File: src/cbc_pkg.sv
// cartridge bank controller package: item structs, opcodes, register indexes,
// datapath command struct and the rom size mask function; no dependencies
`default_nettype none

package cbc_pkg;

    localparam int BANK_BITS = 13;                 // 8 KB external ram bank
    localparam logic [2:0] ROM_CODE_MAX = 3'd6;    // 2 MB

    localparam logic [1:0] OP_REG_WR = 2'd0;
    localparam logic [1:0] OP_RAM_WR = 2'd1;
    localparam logic [1:0] OP_RAM_RD = 2'd2;

    localparam logic [1:0] CFG_ROM_SIZE = 2'd0;
    localparam logic [1:0] CFG_RAM_SIZE = 2'd1;

    localparam logic [1:0] RAM_NONE  = 2'd0;
    localparam logic [1:0] RAM_8KB   = 2'd1;
    localparam logic [1:0] RAM_32KB  = 2'd2;

    // register window select, bus_address[14:13]
    localparam logic [1:0] REG_RAM_EN  = 2'd0;
    localparam logic [1:0] REG_PRIMARY = 2'd1;
    localparam logic [1:0] REG_SECOND  = 2'd2;
    localparam logic [1:0] REG_MODE    = 2'd3;

    localparam logic [2:0] RAM_WINDOW_TOP = 3'b101; // 0xa000-0xbfff
    localparam logic [3:0] RAM_EN_KEY     = 4'hA;

    typedef struct packed {
        logic [1:0]  opcode;
        logic [15:0] bus_address;
        logic [7:0]  write_byte;
    } t_in_item;

    typedef struct packed {
        logic [7:0] read_byte;
        logic [6:0] low_window_bank;
        logic [6:0] high_window_bank;
        logic [1:0] active_ram_bank;
        logic       ram_on;
        logic       advanced_mode;
        logic       bad_address;
    } t_out_item;

    typedef struct packed {
        logic capture;   // latch the accepted item
        logic execute;   // apply the latched item to state and ram
    } t_dp_cmd;

    // (2 << code) - 1, code above 6 treated as 6
    function automatic logic [6:0] rom_mask(input logic [2:0] code);
        logic [2:0] c;
        logic [7:0] m;
        c = (code > ROM_CODE_MAX) ? ROM_CODE_MAX : code;
        m = (8'd2 << c) - 8'd1;
        return m[6:0];
    endfunction

endpackage

`default_nettype wire

File: src/cbc_ctrl.sv
// cartridge bank controller sequencer: accept, execute, respond
// depends on cbc_pkg
`default_nettype none

module cbc_ctrl (
    input  wire            i_clk,
    input  wire            i_rst_n,
    input  wire            i_in_valid,
    output logic           o_in_stall,
    output logic           o_out_valid,
    input  wire            i_out_stall,
    output cbc_pkg::t_dp_cmd o_cmd
);
    import cbc_pkg::*;

    typedef enum logic [2:0] {
        S_IDLE = 3'b001,
        S_EXEC = 3'b010,
        S_RESP = 3'b100
    } t_state;

    t_state r_state, n_state;

    always_comb begin
        n_state = r_state;
        o_cmd.capture = 1'b0;
        o_cmd.execute = 1'b0;
        case (r_state)
            S_IDLE: begin
                if (i_in_valid) begin
                    o_cmd.capture = 1'b1;
                    n_state = S_EXEC;
                end
            end
            S_EXEC: begin
                o_cmd.execute = 1'b1;
                n_state = S_RESP;
            end
            S_RESP: begin
                if (!i_out_stall) begin
                    n_state = S_IDLE;
                end
            end
            default: begin
                n_state = S_IDLE;
            end
        endcase
    end

    assign o_in_stall  = (r_state != S_IDLE);
    assign o_out_valid = (r_state == S_RESP);

    always_ff @(posedge i_clk) begin
        if (!i_rst_n) begin
            r_state <= S_IDLE;
        end else begin
            r_state <= n_state;
        end
    end

endmodule

`default_nettype wire

File: config.mk
export PLATFORM = sky130hd
export DESIGN_NAME = cbc_ctrl
export DESIGN_NICKNAME = d
export VERILOG_FILES = /design/src/cbc_pkg.sv /design/src/cbc_ctrl.sv
export SDC_FILE = /design/constraint.sdc
export NUM_CORES = 1
export LEC_CHECK = 0
export BUFFER_PORTS_ARGS = -buffer_cell sky130_fd_sc_hd__buf_2
export CAP_MARGIN = 5
export CORE_AREA = 2 2 39 41
export CTS_BUF_LIST = sky130_fd_sc_hd__clkbuf_4
export CTS_CLUSTER_DIAMETER = 30
export DETAILED_ROUTE_END_ITERATION = 10
export DIE_AREA = 0 0 41 43
export GPL_TIMING_DRIVEN = 1
export SKIP_LAST_GASP = 1
export SYNTH_ARGS = -nofsm -noshare
export SYNTH_HDL_FRONTEND = slang
export SYNTH_SLANG_ARGS = --single-unit
export TNS_END_PERCENT = 1
File: constraint.sdc
create_clock -name i_clk -period 1.56 [get_ports i_clk]
set_input_delay 0.312 -clock i_clk [delete_from_list [all_inputs] [get_ports i_clk]]
set_output_delay 0.312 -clock i_clk [all_outputs]
set_load 0.03 [all_outputs]
==> reports/metrics.cfg <==
[power]
power.density_nw_per_um2 = 1154
power.leakage_nw = 0.1035
ir_worst_vdd_v = 0.0002116

[floorplanning]
start_util_pct = 11.66
num_io_pins = 8
coreArea_um2 = 1384
die_w_um = 41
rows = 14
dieArea_um2 = 1763
fp.dieH_um = 43

[yosys]
ys_warn_count = 0
syn_area_um2 = 161.4
ys_seq_elements = 3
synth_cells = 15
yosysMostFrequentCell = dfxtp_1
async_flop_share_pct = 0
synthFlopType = dfxtp_1
synth_edf_count = 0
synth_area_leaders = dfxtp_1, and4bb_4, and4bb_2
ys_types = 13
yosysSeqAreaShare_pct = 37.21
syn_area_per_cell_um2 = 10.76
synth.top_cell.area_share_pct = 37.21
synth_top_area_cell = dfxtp_1
syn_nets = 19

[critical_path]
cp-end-kind = output port
r2r_setup_slack_ns = 0.61
worstRegToRegCells = 2
worstSetupPathType = reg -> out
arrival_ns = 1.13
cp.required_ns = 1.25
worstSetupStartpointType = register
crit_fanout = 7

[drt]
drcViolationCount = 0
ant_nets = 0
routed_via_density = 3.333
wl_per_cell_um = 8.667
via_count = 140
wl_um = 364
drt_pass1_iterations = 1
drt_iter0_drc = 0

[cells_and_area]
diodes = 0
top_register = r_state
largest_reg_flops = 3
mostFrequentLayoutCells = buf_2, clkbuf_4, dfxtp_1
area_growth_pct = 52.71
finalNetCount = 31
top_regs = r_state (3)
final_layout_size_suffix_gt1_share_pct = 57.69
final_common_cell = buf_2

[clocking]
root_buffer = clkbuf_4
clkTransAtPathRegs_ns = 0.04
cts_resized = 0
cts_hold_buf = 0
cts_sinks = 3
clk_latency_ns = 0.24
cts_tree = done
cts_made_buffers = 3
cts_buffer_depth = 2
cts.htree.levels = 1
post_cts_buffers = 0

[sta]
hold_violations = 0
rsz0062_at_grt = no
fin_crit_sh_pct = 92.48
slew_viol_final = 0
tns_ns = 0
period_needed_ns = 1.443
slew_headroom_pct = 85.57
setup_viol = 0
holdWs_ns = 0.2861
worst_pin_slew_ns = 0.2155
finClkSkew_ns = 0.005260
fmax_ghz = 0.6931

[min_path]
hold_path_depth = 2
worstHoldPathType = in -> reg

[job]
max_cap_violations = 0

[grt]
grt_max_degree = 8
grt_overflow = 0
antenna_found_initial = 0
track_usage_pct = 6.006
grt_pass1_vias = 156
grt_first_pass_wirelength_um = 579

[placed_design]
place.gp.congestion = 0.6684
portBuffers = 7

[run_status]
status = finished clean

[report_power, final]
| part | total [mW] | switching (mW) | internal, mW |
|---|---|---|---|
| combinational | 0.0409 | 0.0225 | 0.0184 |
| clock | 0.157 | 0.0434 | 0.113 |
| sequential | 0.0867 | 0.00550 | 0.0812 |
| total | 0.285 | 0.0714 | 0.213 |
[layout make-up]
type / count / area (um2)
clock buffers: 4 / 30.03
fillers: 158 / 1137
multi-input cells: 12 / 101.3
flip-flops and latches: 3 / 60.06
well taps: 16 / 20.02
repair buffers: 7 / 35.03
[worst max-delay path, cell delays in order (launching register included)]
cell	delay [ns]
dfxtp_1	0.34
and4bb_4	0.36
buf_2	0.20
[per-layer routing]
layer / track usage [%] / vias up / wire (um)
met4: 12.00 / 0 / 0
met5: 0 / - / 0
met2: 6.875 / 4 / 196
met1: 5.414 / 60 / 154
li1: - / 76 / -
met3: 1.571 / 0 / 14
[stage by stage]
stage               utilization (%)  area, um2  cells  power [mW]  setup WS, ns
floorplan                         -      161.4     15      0.1161        0.1025
global placement              15.64      216.5     38      0.1292        0.3770
detailed placement            15.64      216.5     38      0.1294        0.3598
CTS                           17.81      246.5     42      0.2933       0.09753
global route                  17.81      246.5     42      0.3048       0.03026
finish                        17.81      246.5     42      0.2845        0.1172
[logic make-up after synthesis]
| group | Yosys count | share of synthesized area (%) |
|---|---|---|
| flops | 3 | 37.21 |
| simple gates | 10 | 51.94 |
| compound gates | 2 | 10.85 |
[worst paths after layout]
kind              startpoint    endpoint
setup / recovery  r_state[1]    o_cmd[1]
hold / removal       i_rst_n  r_state[0]
setup reg to reg  r_state[1]  r_state[0]
hold reg to reg   r_state[2]  r_state[2]
Power figures use the tool's default switching activity.
